## config.mk

```make
export PLATFORM = sky130hd
export DESIGN_NAME = grd_scale
export DESIGN_NICKNAME = d
export VERILOG_FILES = /design/src/rtl/grd_pkg.sv /design/src/rtl/grd_scale.sv
export SDC_FILE = /design/constraint.sdc
export NUM_CORES = 1
export LEC_CHECK = 0
export BUFFER_PORTS_ARGS = -buffer_cell sky130_fd_sc_hd__buf_4
export CORE_MARGIN = 2
export CORE_UTILIZATION = 48
export DETAILED_ROUTE_END_ITERATION = 10
export PLACE_DENSITY = 0.65
export REMOVE_ABC_BUFFERS = 1
export SLEW_MARGIN = 15
export SYNTH_ARGS = -nofsm -noshare
export SYNTH_HDL_FRONTEND = slang
export SYNTH_SLANG_ARGS = --single-unit
export TNS_END_PERCENT = 1
```

## constraint.sdc

```tcl
create_clock -name vclk -period 23.6
set_clock_uncertainty 0.05 [all_clocks]
set_input_delay 4.72 -clock vclk [all_inputs]
set_output_delay 4.72 -clock vclk [all_outputs]
set_load 0.1 [all_outputs]
```

## src/rtl/grd_pkg.sv

```systemverilog
// Shared types and constants for the grid potential gradient block.
// No dependencies; every other file of the block imports this package.
package grd_pkg;

   localparam int LINE_LEN_DEF    = 32;
   localparam int MAX_LINES_DEF   = 1024;
   localparam int SAMPLE_BITS_DEF = 24;

   localparam int SLOT_COUNT = 3;
   localparam int SLOT_W     = 2;
   localparam int MIN_DIM    = 3;

   localparam int FIELD_W    = 32;
   localparam int INV_W      = 16;
   localparam int LEN_REG_W  = 6;
   localparam int CNT_REG_W  = 11;
   localparam int CSR_DATA_W = 16;
   localparam int CSR_IDX_W  = 2;

   localparam int SHIFT_ONE  = 12;
   localparam int SHIFT_HALF = 13;

   localparam logic [INV_W-1:0]     INV_SPACING_RST = 16'd4096;
   localparam logic [LEN_REG_W-1:0] LINE_LENGTH_RST = 6'd32;
   localparam logic [CNT_REG_W-1:0] LINE_COUNT_RST  = 11'd1024;

   typedef enum logic [CSR_IDX_W-1:0] {
      CSR_INV_SPACING = 2'd0,
      CSR_LINE_LENGTH = 2'd1,
      CSR_LINE_COUNT  = 2'd2
   } grd_csr_type;

   typedef struct packed {
      logic first_row;
      logic last_row;
      logic first_col;
      logic last_col;
      logic run_last;
      logic grid_done;
   } grd_flags_type;

endpackage

```

## src/rtl/grd_scale.sv

```systemverilog
// Scaled difference (a - b) * inv_spacing >> 12 or 13, saturated to 32 bits.
// Depends on grd_pkg.
module grd_scale #(
   parameter int SAMPLE_BITS = grd_pkg::SAMPLE_BITS_DEF
) (
   input  logic signed [SAMPLE_BITS-1:0]      minuend,
   input  logic signed [SAMPLE_BITS-1:0]      subtrahend,
   input  logic                               half,
   input  logic [grd_pkg::INV_W-1:0]          inv_spacing,
   output logic signed [grd_pkg::FIELD_W-1:0] result
);
   import grd_pkg::*;

   localparam int DIFF_W = SAMPLE_BITS + 1;
   localparam int PROD_W = DIFF_W + INV_W + 1;

   logic signed [DIFF_W-1:0] diff;
   logic signed [INV_W:0]    inv_s;
   logic signed [PROD_W-1:0] prod;
   logic signed [PROD_W-1:0] shifted;

   assign diff    = DIFF_W'(minuend) - DIFF_W'(subtrahend);
   assign inv_s   = {1'b0, inv_spacing};
   assign prod    = diff * inv_s;
   assign shifted = half ? (prod >>> SHIFT_HALF) : (prod >>> SHIFT_ONE);

   generate
      if (PROD_W > FIELD_W) begin : g_sat
         logic sat_hi;
         logic sat_lo;
         assign sat_hi = !shifted[PROD_W-1] && (|shifted[PROD_W-2:FIELD_W-1]);
         assign sat_lo = shifted[PROD_W-1] && !(&shifted[PROD_W-2:FIELD_W-1]);
         always_comb begin
            if (sat_hi) begin
               result = {1'b0, {(FIELD_W-1){1'b1}}};
            end else if (sat_lo) begin
               result = {1'b1, {(FIELD_W-1){1'b0}}};
            end else begin
               result = shifted[FIELD_W-1:0];
            end
         end
      end else begin : g_ext
         assign result = FIELD_W'(shifted);
      end
   endgenerate

endmodule

```

==> impl_metrics.toml, run 1 <==
[flow_run]
max_cap_viol_count = 0

[sta]
period_share = 0.800
drv_slew = 0
rsz0062_at_grt = "no"
fmax_mhz = 52.9
setup-tns-final_ps = 0
slew_headroom = 0.284
setup_violations = 0
tightestPinTransition_ps = 1070
min_period_ps = 18890
hold_violations = 0

[finish]
antennaDiodeCount = 0
fill_cells = 3346
area_growth_pct = 6.05
final_nets = 2569
register_area_um2 = 0
fin_area_mm2 = 0.0178
nClkBuffers = 0
multi_input_area_mm2 = 0.0146
design.seq.count = 0
final_layout_size_suffix_gt1_frac = 0.0790

[place]
hpwlAfterDp_mm = 33.3
place.gp.congestion = 0.845
io_buffers = 97
place_area_mm2 = 0.0178

[critical_path]
required_ps = 18830
cpMostUsedCell = "fa_1"
cp.arrival_ps = 14120
path_class = "in -> out"
crit_start = "minuend[0]"
crit_path_top_delay_cell = "o311ai_1"
endpoint = "result[28]"
critPathMaxStageDelay_ps = 880
cp_max_fo = 20
start_kind = "input pin"
crit_path_end_kind = "output pin"

[route]
dr_total_vias = 13100
dr.pass1.iters = 5
vias_per_cell = 5.35
routed_wl_mm = 41.8
drtAntennaViolNets = 0
wl_per_cell_um = 17.1
drtIter0Drc = 669
drc = 0

[yosys]
synth.largest_area_cell = "fa_1"
synthesis.area_mm2 = 0.0168
syn_area_per_cell_um2 = 8.46
ys.warnings.count = 0
ys_types = 78
netlist_instances = 1983
ys_top_cells_by_area = "fa_1, inv_1, ha_1, nand2_1, and2_1"
post-synth-top-area-fraction = 0.466
seq_area_frac_synth = 0

[global_routing]
track_usage = 0.246
grt_max_degree = 38
grt_pass1_vias = 14700
overflow = 0
grt_pass1_wl_mm = 71.3
antenna_found_initial = 0

[hold_path]
hp-class = "in -> out"

[floorplanning]
die_w_um = 191
core_area_mm2 = 0.0345
dieArea_mm2 = 0.0365
num_rows = 68
io-pin-count = 97
start_util = 0.487
die_height_um = 191

[clock_tree]
cts_setup_buffers = 0
cts.repair.resized = 0
hold_buffers = 0

[outcome]
status = "completed"
-- critical path: cells and delay by family --
family	cells	cell delay [ps]
xor+xnor	1	210
simple gates	4	810
compound gates	11	3220
buf+inv	7	920
fa+ha+maj	9	4210
-- worst min path at each step --
stage,slack (ps),depth (start not counted),startpoint,end
after floorplan,9830,2,half,result[12]
after global placement,10000,4,half,result[16]
after detailed placement,10000,4,half,result[16]
after CTS,10000,4,half,result[16]
after global routing,10040,4,half,result[12]
final,9990,4,half,result[16]
-- cells in the final DEF, fill, tap and decap left out, types with 10 or more instances in the layout --
cell type | synthesis | routed
nor4_1 | 13 | 13
and2_1 | 141 | 141
ha_1 | 125 | 125
xor2_1 | 16 | 13
inv_1 | 494 | 494
nor2b_1 | 35 | 35
a311oi_1 | 10 | 10
xnor2_1 | 32 | 24
fa_1 | 390 | 390
o21a_1 | 12 | 12
a31oi_1 | 16 | 16
o211ai_1 | 13 | 13
o21ai_0 | 35 | 35
nor2_1 | 32 | 32
buf_4 | 4 | 106
o22ai_1 | 10 | 10
xnor2_2 | 2 | 10
nand2_1 | 288 | 288
nand4_1 | 14 | 14
nand3_1 | 16 | 16
a21oi_1 | 42 | 42
a21o_1 | 18 | 18
nand2b_1 | 15 | 15
-- Yosys cell counts, drive strengths merged (14+ instances only) --
library cell	instances
a21o	18
a21oi	51
a31oi	18
and2	141
buf	22
clkbuf	80
fa	390
ha	125
inv	494
nand2	288
nand2b	15
nand3	16
nand4	14
nor2	33
nor2b	36
o21ai	40
xnor2	34
xor2	16
-- kinds of logic after synthesis --
logic type      after synthesis  synth area share
buf+inv                     596             0.136
simple gates                580             0.169
fa+ha+maj                   515             0.559
compound gates              230             0.102
xor+xnor                     50            0.0270
mux                          12           0.00761
-- per-stage QoR --
stage               hold WS, ps  instances  worst slack [ps]   util
floorplan                  9830       1881              3330      -
global placement          10000       2442              4960  0.516
detailed placement        10000       2442              4770  0.516
CTS                       10000       2442              4710  0.516
global route              10040       2442              4080  0.516
finish                     9990       2442              4710  0.516
-- per-layer routing --
metal | wire (µm) | track usage | up-vias
li1 | - | - | 5991
met1 | 16400 | 0.292 | 6606
met2 | 21700 | 0.465 | 372
met3 | 1990 | 0.0200 | 99
met4 | 1660 | 0.0808 | 0
met5 | 0 | 0 | -
-- cell type report --
| type | instances | share of cell area |
|---|---|---|
| Timing Repair Buffer | 106 | 0.0447 |
| Multi-Input combinational cell | 1387 | 0.819 |
| Tap cell | 455 | 0.0320 |
| Inverter | 494 | 0.104 |
Power of run 1 is left out: the tool's default activity adds up to more than one toggle a clock period on the data nets, which glitch-free logic cannot reach.
==> run 2, diff against run 1 <==
==> constraint.sdc (replaced) <==
create_clock -name vclk -period 19.65
set_clock_uncertainty 0.05 [all_clocks]
set_input_delay 3.93 -clock vclk [all_inputs]
set_output_delay 3.93 -clock vclk [all_outputs]
set_load 0.1 [all_outputs]
==> run 2 against run 1 <==
Compared with the run above:
- final cell count is the same
- via count about the same
- clock-buffer cell count is the same
- critical path depth stayed put
- cell area did not move
- utilization stayed put
- hold slack got worse by 1600 ps
- sequential cell count unchanged
- routed wire length fell by 0.59%
- critical path type unchanged
==> impl_metrics.toml, run 2 (synthesis results as in run 1) <==
[outcome]
status = "completed"

[sta]
slew_headroom = 0.297
min_period_ps = 17270
setup_violations = 0
tightestPinTransition_ps = 1050
rsz0062_at_grt = "no"
setup-tns-final_ps = 0
period_share = 0.879
hold_violations = 0
fmax_mhz = 57.9
drv_slew = 0

[finish]
nClkBuffers = 0
final_common_cell = "inv_1"
design.seq.count = 0
final_nets = 2569
final_layout_size_suffix_gt1_frac = 0.0790
layout_common_cells = "inv_1, fa_1, nand2_1, and2_1, ha_1"
area_growth_pct = 6.05
antennaDiodeCount = 0
register_area_um2 = 0

[flow_run]
max_cap_viol_count = 0

[route]
wl_per_cell_um = 17.0
drtIter0Drc = 652
vias_per_cell = 5.36
drtAntennaViolNets = 0
routed_wl_mm = 41.5
dr.pass1.iters = 5
drc = 0
dr_total_vias = 13100

[critical_path]
start_kind = "input pin"
cp_max_fo = 20
cp.arrival_ps = 13290
crit_path_end_kind = "output pin"
path_class = "in -> out"
crit_family = "adder cells"
required_ps = 15670
cpMostUsedCell = "fa_1"
crit_path_top_delay_cell = "o311ai_1"
cp.buffers_inverters = 7
critPathMaxStageDelay_ps = 850

[place]
io_buffers = 97
place.gp.congestion = 0.847
hpwlAfterDp_mm = 33.1

[global_routing]
met1_usage = 0.286
grtUsageMet3 = 0.0127
grt_pass1_wl_mm = 70.8
grt.busiest_layer = "met2"
antenna_found_initial = 0
overflow = 0
grt_pass1_vias = 14600
track_usage = 0.243
grt_max_degree = 38
gr-usage-met2 = 0.473

[floorplanning]
die_w_um = 191
start_util = 0.487
num_rows = 68
core_area_mm2 = 0.0345
io-pin-count = 97
die_height_um = 191
dieArea_mm2 = 0.0365

[clock_tree]
cts.repair.resized = 0
hold_buffers = 0
cts_setup_buffers = 0

[hold_path]
hp-class = "in -> out"
==> run 2: cell counts in the layout (fill, tap and decap cells not counted) <==
No cell type changed its count.
==> run 2: tightest hold or removal path, stage by stage <==
cell and delay, ps:
buf_4 210, nand3_1 100, nand2_1 60, buf_4 230
==> run 2: metal layers <==
metal / up-vias / part of all wire
met3: 80 / 0.043
met1: 6651 / 0.39
met4: 0 / 0.034
met5: - / 0
li1: 5996 / -
met2: 352 / 0.53
==> run 2: final timing paths <==
kind | endpoint | start | depth (start not counted) | slack, ps
setup / recovery | result[28] | minuend[0] | 32 | 2380
hold / removal | result[16] | half | 4 | 8410
==> run 2: metrics by stage <==
step	hold WS, ps	setup slack [ps]	utilization	cells	cell area, µm²
after floorplan	8250	958	-	1881	16300
after global placement	8420	2590	0.516	2442	17800
after detailed placement	8420	2400	0.516	2442	17800
after CTS	8420	2340	0.516	2442	17800
after global routing	8460	1810	0.516	2442	17800
final	8410	2380	0.516	2442	17800
==> run 2: area by class of cell <==
type,count,area [µm²]
inverter,494,1850
tap,455,569
timing repair buffer,106,796
fill,3284,16700
multi-input combinational,1387,14600
Power of run 2 is left out for the same reason.
==> run 3, diff against run 2 <==
--- a/config.mk
+++ b/config.mk
@@ -6,7 +6,7 @@
 export NUM_CORES = 1
 export LEC_CHECK = 0
 export BUFFER_PORTS_ARGS = -buffer_cell sky130_fd_sc_hd__buf_4
-export CORE_MARGIN = 2
+export CORE_MARGIN = 8
 export CORE_UTILIZATION = 48
 export DETAILED_ROUTE_END_ITERATION = 10
 export PLACE_DENSITY = 0.65
==> run 3 against run 2 <==
Compared with the run above:
- routed wire length grew 2.1%
- fmax grew 0.54%
- first-iteration DRC count grew 3.1%
- global-route usage shrank 2.7 points
- clock-buffer cell count is the same
- sequential cell count is the same
- hold slack lost 9.3 ps
- largest cell class unchanged
- highest routed layer unchanged
==> impl_metrics.toml, run 3 (synthesis results as in run 1) <==
[outcome]
status = "completed"

[place]
hpwlAfterDp_mm = 33.7
place.gp.congestion = 0.851
io_buffers = 97

[finish]
final_common_cell = "inv_1"
layout_common_cells = "inv_1, fa_1, nand2_1, and2_1, ha_1"
antennaDiodeCount = 0
design.seq.count = 0
final_nets = 2571
register_area_um2 = 0
area_growth_pct = 6.10
final_layout_size_suffix_gt1_frac = 0.0794
nClkBuffers = 0

[sta]
rsz0062_at_grt = "no"
min_period_ps = 17170
fmax_mhz = 58.2
setup_violations = 0
drv_slew = 0
slew_headroom = 0.248
hold_violations = 0
setup-tns-final_ps = 0
period_share = 0.874
tightestPinTransition_ps = 1120

[floorplanning]
start_util = 0.487
die_height_um = 203
die_w_um = 203
io-pin-count = 97
num_rows = 68
core_area_mm2 = 0.0345
dieArea_mm2 = 0.0412

[route]
drtAntennaViolNets = 0
wl_per_cell_um = 17.3
wl_met2_mm = 22.4
dr_total_vias = 13200
routed_wl_mm = 42.4
vias_per_cell = 5.38
drc = 0
wl_met3_mm = 1.91
wl_met1_mm = 16.6
dr.pass1.iters = 5
topRoutingLayerUsed = "met4"
drtIter0Drc = 672

[global_routing]
grt_pass1_vias = 14700
antenna_found_initial = 0
grt_pass1_wl_mm = 73.2
grt_max_degree = 38
track_usage = 0.216
overflow = 0

[critical_path]
cp.arrival_ps = 13190
cp_max_fo = 20
cpMostUsedCell = "fa_1"
critPathMaxStageDelay_ps = 880
crit_path_end_kind = "output pin"
crit_path_top_delay_cell = "o311ai_1"
path_class = "in -> out"
start_kind = "input pin"
required_ps = 15670

[hold_path]
hold_path_end = "result[16]"
hp-start = "half"
hp-class = "in -> out"
hold_depth = 4

[flow_run]
max_cap_viol_count = 0

[clock_tree]
cts_setup_buffers = 0
hold_buffers = 0
cts.repair.resized = 0
[run 3: cell count changes in the layout (fill, tap and decap cells not counted), sizes merged]
cell	delta
buf	+2
[run 3: routing by layer]
metal | vias to the layer above | global-route usage
met2 | 366 | 0.409
met3 | 90 | 0.0135
met1 | 6694 | 0.257
met4 | 0 | 0.0681
li1 | 6003 | -
met5 | - | 0
[run 3: area by class of cell]
type / count / area (µm²)
fillers: 3290 / 16700
multi-input cells: 1387 / 14600
inverters: 494 / 1850
repair buffers: 108 / 811
well taps: 455 / 569
[run 3: per-stage QoR]
stage          hold WS [ps]  area (µm²)  setup WS [ps]   util  std cells
3_3_place_gp           8410       17800           2610  0.516       2444
2_1_floorplan          8250       16300            958      -       1881
3_5_place_dp           8400       17800           2450  0.516       2444
6_report               8400       17800           2480  0.516       2444
5_1_grt                8460       17800           1780  0.516       2444
4_1_cts                8400       17800           2390  0.516       2444
[run 3: critical path: cells and delay by family]
family                   cells  cell delay [ps]
AO/OA/AOI/OAI               11             3140
XOR/XNOR                     1              210
AND/OR/NAND/NOR              4              800
adder cells (fa/ha/maj)      9             4190
buffers and inverters        7              890
[run 3: worst max path at each step]
| stage | from | endpoint | slack (ps) | depth (start not counted) |
|---|---|---|---|---|
| 2_1_floorplan | minuend[0] | result[28] | 960 | 31 |
| 3_3_place_gp | minuend[0] | result[28] | 2610 | 32 |
| 3_5_place_dp | minuend[0] | result[28] | 2450 | 32 |
| 4_1_cts | minuend[0] | result[28] | 2390 | 32 |
| 5_1_grt | minuend[0] | result[28] | 1780 | 32 |
| 6_report | minuend[0] | result[28] | 2480 | 32 |
Power of run 3 is left out for the same reason.
