[src/rtl/grd_pkg.sv]
// Shared types and constants for the grid potential gradient block.
// No dependencies; every other file of the block imports this package.
package grd_pkg;

   localparam int LINE_LEN_DEF    = 32;
   localparam int MAX_LINES_DEF   = 1024;
   localparam int SAMPLE_BITS_DEF = 24;

   localparam int SLOT_COUNT = 3;
   localparam int SLOT_W     = 2;
   localparam int MIN_DIM    = 3;

   localparam int FIELD_W    = 32;
   localparam int INV_W      = 16;
   localparam int LEN_REG_W  = 6;
   localparam int CNT_REG_W  = 11;
   localparam int CSR_DATA_W = 16;
   localparam int CSR_IDX_W  = 2;

   localparam int SHIFT_ONE  = 12;
   localparam int SHIFT_HALF = 13;

   localparam logic [INV_W-1:0]     INV_SPACING_RST = 16'd4096;
   localparam logic [LEN_REG_W-1:0] LINE_LENGTH_RST = 6'd32;
   localparam logic [CNT_REG_W-1:0] LINE_COUNT_RST  = 11'd1024;

   typedef enum logic [CSR_IDX_W-1:0] {
      CSR_INV_SPACING = 2'd0,
      CSR_LINE_LENGTH = 2'd1,
      CSR_LINE_COUNT  = 2'd2
   } grd_csr_type;

   typedef struct packed {
      logic first_row;
      logic last_row;
      logic first_col;
      logic last_col;
      logic run_last;
      logic grid_done;
   } grd_flags_type;

endpackage

[src/rtl/grd_seq.sv]
// Grid position counters, final-line flush sequencer and store addressing.
// Depends on grd_pkg.
module grd_seq #(
   parameter int LINE_LEN  = grd_pkg::LINE_LEN_DEF,
   parameter int MAX_LINES = grd_pkg::MAX_LINES_DEF
) (
   input  logic                                            clock,
   input  logic                                            reset,
   input  logic                                            restart,
   input  logic                                            in_fire,
   input  logic                                            load_ok,
   input  logic [$clog2(LINE_LEN+1)-1:0]                   eff_w,
   input  logic [$clog2(MAX_LINES+1)-1:0]                  eff_l,
   output logic                                            flushing,
   output logic                                            emit,
   output logic                                            in_col_zero,
   output logic [$clog2(MAX_LINES)-1:0]                    row,
   output logic [$clog2(LINE_LEN)-1:0]                     col,
   output grd_pkg::grd_flags_type                          flags,
   output logic [$clog2(grd_pkg::SLOT_COUNT*LINE_LEN)-1:0] wr_addr,
   output logic [$clog2(grd_pkg::SLOT_COUNT*LINE_LEN)-1:0] rd_addr_a,
   output logic [$clog2(grd_pkg::SLOT_COUNT*LINE_LEN)-1:0] rd_addr_b
);
   import grd_pkg::*;

   localparam int COL_W   = $clog2(LINE_LEN);
   localparam int ROW_W   = $clog2(MAX_LINES);
   localparam int LEN_W   = $clog2(LINE_LEN+1);
   localparam int LINES_W = $clog2(MAX_LINES+1);
   localparam int ADDR_W  = $clog2(SLOT_COUNT*LINE_LEN);

   logic [COL_W-1:0]   col_ff, col_in, fcol_ff, fcol_in;
   logic [ROW_W-1:0]   line_ff, line_in;
   logic [SLOT_W-1:0]  slot_ff, slot_in, fslot_ff, fslot_in;
   logic               flush_ff, flush_in;
   logic [LEN_W-1:0]   last_col;
   logic [LINES_W-1:0] last_row;
   logic               in_last_col, in_last_row, f_last_col;

   function automatic logic [SLOT_W-1:0] slot_back(input logic [SLOT_W-1:0] s);
      return (s == '0) ? SLOT_W'(SLOT_COUNT-1) : s - SLOT_W'(1);
   endfunction

   function automatic logic [ADDR_W-1:0] addr_of(input logic [SLOT_W-1:0] s,
                                                 input logic [COL_W-1:0]  c);
      return ADDR_W'(s) * ADDR_W'(LINE_LEN) + ADDR_W'(c);
   endfunction

   function automatic logic [COL_W-1:0] col_step(input logic [COL_W-1:0] c);
      return (c == COL_W'(LINE_LEN-1)) ? c : c + COL_W'(1);
   endfunction

   assign last_col    = eff_w - LEN_W'(1);
   assign last_row    = eff_l - LINES_W'(1);
   assign in_last_col = (LEN_W'(col_ff) == last_col);
   assign in_last_row = (LINES_W'(line_ff) == last_row);
   assign f_last_col  = (LEN_W'(fcol_ff) == last_col);

   always_comb begin
      col_in   = col_ff;
      line_in  = line_ff;
      slot_in  = slot_ff;
      fcol_in  = fcol_ff;
      fslot_in = fslot_ff;
      flush_in = flush_ff;
      if (restart) begin
         col_in   = '0;
         line_in  = '0;
         slot_in  = '0;
         flush_in = 1'b0;
      end else if (in_fire) begin
         if (in_last_row && in_last_col) begin
            col_in   = '0;
            line_in  = '0;
            slot_in  = '0;
            flush_in = 1'b1;
            fcol_in  = '0;
            fslot_in = slot_ff;
         end else if (in_last_col) begin
            col_in  = '0;
            line_in = line_ff + ROW_W'(1);
            slot_in = (slot_ff == SLOT_W'(SLOT_COUNT-1)) ? '0 : slot_ff + SLOT_W'(1);
         end else begin
            col_in = col_ff + COL_W'(1);
         end
      end else if (flush_ff && load_ok) begin
         if (f_last_col) begin
            flush_in = 1'b0;
         end else begin
            fcol_in = fcol_ff + COL_W'(1);
         end
      end
   end

   always_comb begin
      emit    = (in_fire && (line_ff != '0)) || (flush_ff && load_ok);
      wr_addr = addr_of(slot_ff, col_ff);
      if (flush_ff) begin
         row             = ROW_W'(last_row);
         col             = fcol_ff;
         flags.first_row = 1'b0;
         flags.last_row  = 1'b1;
         flags.first_col = (fcol_ff == '0);
         flags.last_col  = f_last_col;
         flags.run_last  = f_last_col;
         flags.grid_done = f_last_col;
         rd_addr_a       = addr_of(slot_back(fslot_ff), fcol_ff);
         rd_addr_b       = addr_of(fslot_ff, col_step(fcol_ff));
      end else begin
         row             = line_ff - ROW_W'(1);
         col             = col_ff;
         flags.first_row = (line_ff == ROW_W'(1));
         flags.last_row  = 1'b0;
         flags.first_col = (col_ff == '0);
         flags.last_col  = in_last_col;
         flags.run_last  = !(in_last_row && in_last_col);
         flags.grid_done = 1'b0;
         rd_addr_a       = addr_of(slot_back(slot_back(slot_ff)), col_ff);
         rd_addr_b       = addr_of(slot_back(slot_ff), col_step(col_ff));
      end
   end

   assign flushing    = flush_ff;
   assign in_col_zero = (col_ff == '0);

   always_ff @(posedge clock) begin
      if (reset) begin
         col_ff   <= '0;
         line_ff  <= '0;
         slot_ff  <= '0;
         fcol_ff  <= '0;
         fslot_ff <= '0;
         flush_ff <= 1'b0;
      end else begin
         col_ff   <= col_in;
         line_ff  <= line_in;
         slot_ff  <= slot_in;
         fcol_ff  <= fcol_in;
         fslot_ff <= fslot_in;
         flush_ff <= flush_in;
      end
   end

endmodule

[config.mk]
export PLATFORM = sky130hd
export DESIGN_NAME = grd_seq
export DESIGN_NICKNAME = d
export VERILOG_FILES = /design/src/rtl/grd_pkg.sv /design/src/rtl/grd_seq.sv
export SDC_FILE = /design/constraint.sdc
export NUM_CORES = 1
export LEC_CHECK = 0
export BUFFER_PORTS_ARGS = -buffer_cell sky130_fd_sc_hd__buf_2
export CORE_MARGIN = 1
export CORE_UTILIZATION = 50
export CTS_CLUSTER_DIAMETER = 200
export DETAILED_ROUTE_END_ITERATION = 7
export MAX_ROUTING_LAYER = met4
export PLACE_DENSITY = 0.78
export RECOVER_POWER = 25
export SYNTH_ARGS = -nofsm -noshare
export SYNTH_HDL_FRONTEND = slang
export SYNTH_SLANG_ARGS = --single-unit
[constraint.sdc]
create_clock -name clock -period 3.6 [get_ports clock]
set_input_delay 0.72 -clock clock [delete_from_list [all_inputs] [get_ports clock]]
set_output_delay 0.72 -clock clock [all_outputs]
set_load 0.005 [all_outputs]
==> results_dict.tcl, run 1 <==
set metrics [dict create \
    p_sw_frac 0.2914 \
    port_buffers 66 \
    cp-start-kind "input pin" \
    synth_top_area_share 0.1688 \
    synthesis.nets 431 \
    synth_edf_count 0 \
    leakage_nw 1.444 \
    finalMaxSlewViolations 0 \
    grt_antenna_before_repair 0 \
    fp-row-count 27 \
    total_power_mw 0.5982 \
    cts_max_level 1 \
    grt_pass1_vias 2902 \
    cp_slowest_cell "or4_4" \
    numCtsBuffers 3 \
    pwr_density_cell_nw_per_um2 171.1 \
    cts.reportedPaths.clkPinSlew_ps 80 \
    core_um2 5608 \
    grt_pass1_wl_mm 13.76 \
    drv_cap 0 \
    yosys.area.top_type "dfxtp_1" \
    syn_to_final_growth_pct 17.94 \
    fin_skew_ps 7.905 \
    clockRootBuffer "clkbuf_8" \
    yosys-top-cells-area "dfxtp_1 17%, ha_1 8.0%, xnor2_1 6.8%" \
    p_int_mw 0.4239 \
    clock-sinks 25 \
    dp_cells 522 \
    ys_types 64 \
    path_max_fanout 2 \
    ys_top_cells_by_count "29 x nor2_1, 28 x nand2_1, 25 x clkbuf_1, 25 x dfxtp_1" \
    critPathKind "input pin to output pin" \
    avgSynthCellArea_um2 7.600 \
    die_area_um2 6240 \
    drtIter0Drc 139 \
    setup_slack_ps 88.37 \
    finalSetupViolations 0 \
    cp_slowest_stage_delay_ps 530 \
    final-instance-count-excl-fill 526 \
    gp_routability_congestion 0.8938 \
    synth.cell_area_um2 2964 \
    dpl.hpwl_mm 6.364 \
    initial_utilization 0.5286 \
    synth_seq_area_share 0.1688 \
    final_hold_viol_count 0 \
    fin_nets 496 \
    dp_slack_ps -56.97 \
    synth_seq_cells 25 \
    grt_setup_unrepaired "no" \
    ys_warn_count 0 \
    crit_required_ps 2880 \
    via_per_inst 6.008 \
    period_share 0.9755 \
    diodes 0 \
    wl_per_cell_um 15.35 \
    layout-drive-gt1-share 0.2357 \
    seqPwrFrac 0.464 \
    worst_slew_pin_slew_ps 1104 \
    switching_power_mw 0.1743 \
    comb_power_share 0.255 \
    finalWirelength_mm 8.076 \
    status "complete, no violations" \
    ios 67 \
    cp-end-kind "output pin" \
    synthFlopType "dfxtp_1" \
    yosysMostFrequentCell "nor2_1" \
    pwr-share-clk 0.281 \
    min_period_ps 3512 \
    clkLatencyLatePin_ps 270 \
    clk_path_buf_depth 2 \
    grtUsageTotal 0.2807 \
    holdCritPathClass "flip-flop to flip-flop" \
    ant_nets 0 \
    cts_hold_buf 0 \
    die_y_um 79.00 \
    max_freq_mhz 284.8 \
    slew_headroom 0.2639 \
    async_flop_share 0 \
    drc 0 \
    synthCells 390 \
    cts_tree "done" \
    crit_chain "buf_6, or4_4, o41a_1, a2111oi_4, o2111ai_2, nor4_2, buf_4, a21oi_2, buf_2" \
    ir_worst_vdd_mv 0.1773 \
    overflow 0 \
    dr.pass1.iters 5 \
    grt_max_degree 28 \
    vias 3160 \
    die_w_um 79.00 \
    cp.arrival_ps 2790 \
]
[metal layers]
layer  GRT usage  part of all wire  vias to the layer above
met4     0.08000             0.019                        0
li1            -                 -                     1544
met3     0.03563             0.066                       16
met2      0.4586              0.47                      143
met5           -                 0                        -
met1      0.3631              0.44                     1457
[critical path: cells and delay by family]
family                 cells  cell delay [ps]
AND/OR/NAND/NOR            2              840
AO/OA/AOI/OAI              4              850
buffers and inverters      3              390
[metrics by stage]
step | cell area (um2) | utilization | hold WS, ps | setup TNS, ps
finish | 3496 | 0.6234 | 481.4 | 0
detailed placement | 3435 | 0.6125 | 474.8 | -56.97
floorplan | 2964 | - | 447.6 | 0
CTS | 3486 | 0.6216 | 487.8 | 0
global route | 3496 | 0.6234 | 534.5 | 0
global placement | 3435 | 0.6125 | 468.2 | -35.41
[placed cells by master (no fill, tap or decap), drive strengths merged, types with 5 or more instances in the layout]
cell type,count
nor4,16
nand2,28
buf,84
xnor2,23
nand2b,5
mux2,5
nor3,17
inv,23
nand4,10
o211ai,5
dfxtp,25
a211oi,6
o21ai,13
nand3,11
or3,7
ha,19
mux2i,7
xor2,14
and3,6
a21oi,20
nor2,29
clkbuf,15
[flip-flops by register name, summed over array words and instances (netlist names)]
signal    flops
col_ff        5
flushing      1
slot_ff       2
fcol_ff       5
line_ff      10
fslot_ff      2
[final cells by class]
cell class                      count  area (um2)
Clock buffer                        4       45.04
Fill cell                         524        2112
Inverter                           25       93.84
Multi-Input combinational cell    305        2235
Sequential cell                    25       500.5
Tap cell                           72       90.09
Timing Repair Buffer               95       531.8
[timing repair]
action / in CTS / in global routing
gates resized for setup: 1 / 7
setup endpoints to repair: 1 / 1
pin swaps: 1 / 0
buffers inserted: 0 / 0
[path summary, 6_finish.rpt]
path                                  from                  endpoint  slack (ps)  cells after the start
setup / recovery                  eff_l[3]                  flags[1]          90                      9
hold / removal    fslot_ff[0]$_SDFFE_PP0P_  fslot_ff[0]$_SDFFE_PP0P_         480                      2
setup reg to reg     flushing$_SDFFE_PP0P_   fcol_ff[1]$_SDFFE_PP0P_         720                      6
hold reg to reg   fslot_ff[0]$_SDFFE_PP0P_  fslot_ff[0]$_SDFFE_PP0P_         480                      2
[cells by family (layout without fill, tap and decap cells)]
kind of cell    after synthesis  in the layout  share of synthesized area
xor+xnor                     41             41                     0.1406
mux                          12             12                    0.04263
fa+ha+maj                    19             19                    0.08020
compound gates               80             80                     0.2009
buf+inv                      60            124                    0.08822
flops                        25             25                     0.1688
simple gates                153            153                     0.2786
[power groups by stage]
stage,Sequential [mW],Clock (mW),Combinational (mW)
global placement,0.284,0,0.144
finish,0.278,0.168,0.153
global route,0.278,0.185,0.167
floorplan,0.284,0,0.0887
CTS,0.278,0.171,0.149
detailed placement,0.284,0,0.148
No activity file was read; power rests on OpenSTA's default activity.
==> inputs of run 2 (changes only) <==
- PLACE_DENSITY: 0.78 -> 0.87
==> run 2 against run 1 <==
Worst setup slack got worse by 9.7 ps. Highest routed layer unchanged. Via count increased by 2.3%. Largest power group unchanged. Register-to-register slack improved by 260 ps. Critical endpoint unchanged. Total power increased by 0.15%. Clock power about the same. Sequential power about the same.
==> results_dict.tcl, run 2 (synthesis gave the netlist of run 1 again) <==
set metrics [dict create \
    die_area_um2 6240 \
    hold_depth 2 \
    worst_slew_pin_slew_ps 890.5 \
    hold_end "fslot_ff[0]$_SDFFE_PP0P_" \
    die_w_um 79.00 \
    finalSetupViolations 0 \
    most-common-layout-cells "55 x buf_2, 29 x nor2_1, 28 x nand2_1, 28 x buf_4, 25 x dfxtp_1" \
    ir_worst_vdd_mv 0.1148 \
    port_buffers 66 \
    layout-drive-gt1-share 0.2401 \
    vias 3234 \
    max_freq_mhz 284.0 \
    grtUsageTotal 0.2869 \
    syn_to_final_growth_pct 18.36 \
    cp-end-kind "output pin" \
    leakage_nw 1.456 \
    via_per_inst 6.148 \
    core_um2 5608 \
    cts.reportedPaths.clkPinSlew_ps 80 \
    cp-start-kind "input pin" \
    crit_required_ps 2880 \
    min_period_ps 3521 \
    drv_cap 0 \
    clock-sinks 25 \
    initial_utilization 0.5286 \
    finalMaxSlewViolations 0 \
    reg2reg_depth 7 \
    finalWirelength_mm 8.522 \
    die_y_um 79.00 \
    final_hold_viol_count 0 \
    cts_tree "done" \
    path_max_fanout 9 \
    ant_nets 0 \
    cp.arrival_ps 2800 \
    diodes 0 \
    numCtsBuffers 3 \
    critPathKind "input pin to output pin" \
    grt_antenna_before_repair 0 \
    rr_startpoint "col_ff[2]$_SDFFE_PP0P_" \
    fin_nets 496 \
    slew_headroom 0.4064 \
    clockRootBuffer "clkbuf_8" \
    largest-register "line_ff" \
    largest_register_ffs 10 \
    status "complete, no violations" \
    gp_routability_congestion 0.9223 \
    top_regs "line_ff x10, col_ff x5, fcol_ff x5" \
    pwr_density_cell_nw_per_um2 170.8 \
    dpl.hpwl_mm 6.592 \
    r2r-end "fcol_ff[4]$_SDFFE_PP0P_" \
    final_util 0.6256 \
    clk_path_buf_depth 2 \
    grt_pass1_vias 2965 \
    wl_per_cell_um 16.20 \
    period_share 0.9782 \
    drtIter0Drc 195 \
    overflow 0 \
    grt_max_degree 45 \
    dp_slack_ps -73.74 \
    final_common_cell "buf_2" \
    clkLatencyLatePin_ps 280 \
    min_from "fslot_ff[0]$_SDFFE_PP0P_" \
    total_power_mw 0.5991 \
    holdWs_ps 483.6 \
    r2r_setup_slack_ps 980 \
    fin_setup_tns_ps 0 \
    grt_pass1_wl_mm 13.94 \
    cts_max_level 1 \
    setup_slack_ps 78.64 \
    dr.pass1.iters 5 \
    ios 67 \
    drc 0 \
    fp-row-count 27 \
    fin_skew_ps 1.624 \
    holdCritPathClass "flip-flop to flip-flop" \
]
## run 2: cell types whose count changed in the layout (fill, tap and decap cells not counted), sizes merged
cell    before  now
buf         84   83
clkinv       2    3
## run 2: layout make-up
| cell class | count | area, um2 |
|---|---|---|
| fillers | 512 | 2100 |
| clock inverters | 1 | 5.005 |
| well taps | 72 | 90.09 |
| flip-flops and latches | 25 | 500.5 |
| multi-input cells | 305 | 2246 |
| clock buffers | 3 | 41.29 |
| repair buffers | 95 | 531.8 |
| inverters | 25 | 93.84 |
## run 2: worst max-delay path, stage by stage
cell       delay, ps
buf_2            100
or4_4            530
buf_4            180
o31a_1           330
o21ai_2          170
o2111ai_2        160
nor4_4           370
a21oi_2          100
buf_2            130
## run 2: what timing repair did
action / 4_1_cts / 5_1_grt
hold buffers: 0 / 0
buffers inserted: 0 / 1
setup endpoints to repair: 1 / 1
gates resized for setup: 1 / 8
pin swaps: 0 / 3
## run 2: stage by stage
stage	cells	area (um2)
after CTS	525	3480
after floorplan	390	2964
after detailed placement	521	3427
after global routing	526	3508
final	526	3508
after global placement	521	3427
## run 2: report_power, final
| group | total, mW | internal [mW] | switching, mW |
|---|---|---|---|
| Combinational | 0.152 | 0.0661 | 0.0855 |
| Clock | 0.168 | 0.0777 | 0.0907 |
| Sequential | 0.279 | 0.277 | 0.00199 |
| Total | 0.599 | 0.421 | 0.178 |
## run 2: worst max-delay path by stage
stage / startpoint / to / slack [ps] / depth (start not counted)
CTS: eff_l[3] / flags[1] / 6 / 8
detailed placement: eff_l[3] / flags[1] / -70 / 8
floorplan: eff_l[4] / flags[1] / 50 / 8
global placement: eff_l[3] / flags[1] / -40 / 8
finish: eff_l[3] / flags[1] / 80 / 9
global route: eff_l[3] / flags[1] / -2 / 9
## run 2: per-layer routing
layer / vias to the layer above / global-route usage / wire [um]
li1: 1543 / - / -
met1: 1509 / 0.3578 / 3656
met2: 161 / 0.4853 / 4133
met3: 21 / 0.03103 / 543
met4: 0 / 0.08909 / 189
met5: - / - / 0
==> inputs of run 3 (changes only) <==
- CORE_ASPECT_RATIO: unset -> 0.8
==> run 3 against run 2 <==
The run now ends with max-capacitance violations, max-slew violations left. Hold slack gained 8.5 ps. Die area is essentially flat. Combinational power grew 3%. Maximum frequency grew 0.92%. Final area is essentially flat. Total power grew 0.82%. Sequential power is essentially flat. Via count shrank 0.65%. Clock power is essentially flat. Critical path depth is the same. First-iteration DRC count grew 49%.
==> results_dict.tcl, run 3 (synthesis gave the netlist of run 1 again) <==
set metrics [dict create \
    largest_register_ffs 10 \
    clk_path_buf_depth 2 \
    fin_skew_ps 4.624 \
    drtIter0Drc 290 \
    dpl.hpwl_mm 6.532 \
    dr.pass1.iters 5 \
    path_max_fanout 2 \
    core_um2 5585 \
    hold_depth 2 \
    drc 0 \
    critPathKind "input pin to output pin" \
    cp-end-kind "output pin" \
    grt_max_degree 42 \
    cts.reportedPaths.clkPinSlew_ps 90 \
    ir_worst_vdd_mv 0.1391 \
    overflow 0 \
    total_power_mw 0.6040 \
    register_area_um2 500.5 \
    pwr_density_cell_nw_per_um2 172.0 \
    max_freq_mhz 286.6 \
    clockRootBuffer "clkbuf_8" \
    n_fill_cell 506 \
    final_util 0.6286 \
    via_per_inst 6.051 \
    fp-row-count 24 \
    cts_max_level 1 \
    finalSetupViolations 0 \
    largest-register "line_ff" \
    finalWirelength_mm 8.535 \
    grtUsageTotal 0.2801 \
    initial_utilization 0.5307 \
    top_regs "line_ff x10, col_ff x5, fcol_ff x5" \
    diodes 0 \
    fin_nets 495 \
    syn_to_final_growth_pct 18.45 \
    cts_tree "done" \
    min_period_ps 3489 \
    vias 3213 \
    drv_cap 1 \
    grt_setup_unrepaired "no" \
    cts_hold_buf 0 \
    slew_headroom -0.1619 \
    most-common-layout-cells "55 x buf_2, 29 x nor2_1, 28 x nand2_1, 26 x buf_4, 25 x dfxtp_1" \
    final_hold_viol_count 0 \
    status "finished with violations" \
    leakage_nw 1.444 \
    finalMaxSlewViolations 42 \
    violations "max-capacitance violations, max-slew violations" \
    holdCritPathClass "flip-flop to flip-flop" \
    crit_required_ps 2880 \
    gp_routability_congestion 0.9140 \
    cp-start-kind "input pin" \
    grt_antenna_before_repair 0 \
    reg2reg_depth 6 \
    ant_nets 0 \
    die_w_um 88.08 \
    die_y_um 70.87 \
    layout-drive-gt1-share 0.2340 \
    ios 67 \
    grt_pass1_wl_mm 13.57 \
    multi_input_area_um2 2240 \
    wl_per_cell_um 16.07 \
    numCtsBuffers 3 \
    final_common_cell "buf_2" \
    worst_slew_pin_slew_ps 1743 \
    period_share 0.9692 \
    clkLatencyLatePin_ps 270 \
    fin_setup_tns_ps 0 \
    grt_pass1_vias 2857 \
    clock-sinks 25 \
    die_area_um2 6242 \
    port_buffers 66 \
    cp.arrival_ps 2770 \
]
[run 3: metrics by stage]
stage | instances | area (um2) | hold slack, ps | worst slack (ps)
2_1_floorplan | 390 | 2964 | 447.6 | 54.66
3_3_place_gp | 527 | 3435 | 462.5 | -7.220
3_5_place_dp | 527 | 3435 | 478.7 | -37.45
4_1_cts | 531 | 3486 | 493.2 | 55.30
5_1_grt | 531 | 3511 | 532.6 | 6.918
6_report | 531 | 3511 | 492.1 | 110.8
[run 3: final timing paths]
check	slack (ps)	endpoint	from
max reg2reg	500	fcol_ff[2]$_SDFFE_PP0P_	flushing$_SDFFE_PP0P_
min	490	fslot_ff[0]$_SDFFE_PP0P_	fslot_ff[0]$_SDFFE_PP0P_
min reg2reg	490	fslot_ff[0]$_SDFFE_PP0P_	fslot_ff[0]$_SDFFE_PP0P_
max	110	flags[1]	eff_l[3]
[run 3: area by class of cell]
cell class,count,share of cell area
Clock buffer,4,0.01283
Tap cell,78,0.02780
Multi-Input combinational cell,305,0.6379
Inverter,25,0.02673
Sequential cell,25,0.1426
Timing Repair Buffer,94,0.1522
[run 3: worst max-delay path, stage by stage]
cell and delay, ps:
buf_6 90, or4_4 530, o41a_1 370, a2111oi_4 220
o2111ai_2 200, nor4_2 280, buf_4 160, a21oi_2 50
buf_2 130
[run 3: report_power, final]
| part | switching [mW] | total (mW) | internal (mW) |
|---|---|---|---|
| Combinational | 0.0871 | 0.156 | 0.0688 |
| Sequential | 0.000646 | 0.278 | 0.277 |
| Clock | 0.0911 | 0.170 | 0.0793 |
| Total | 0.179 | 0.604 | 0.425 |
[run 3: what timing repair did]
action                                  in CTS  in global routing
buffers inserted                             0                  0
pin swaps                                    1                  0
endpoints found under the setup margin       1                  1
resized for setup                            1                 10
[run 3: routing by layer]
layer	track usage	vias to the layer above	routed length [um]
li1	-	1529	-
met1	0.3917	1501	3848
met2	0.4203	157	3879
met3	0.03617	26	616
met4	0.08423	0	189
met5	-	-	0
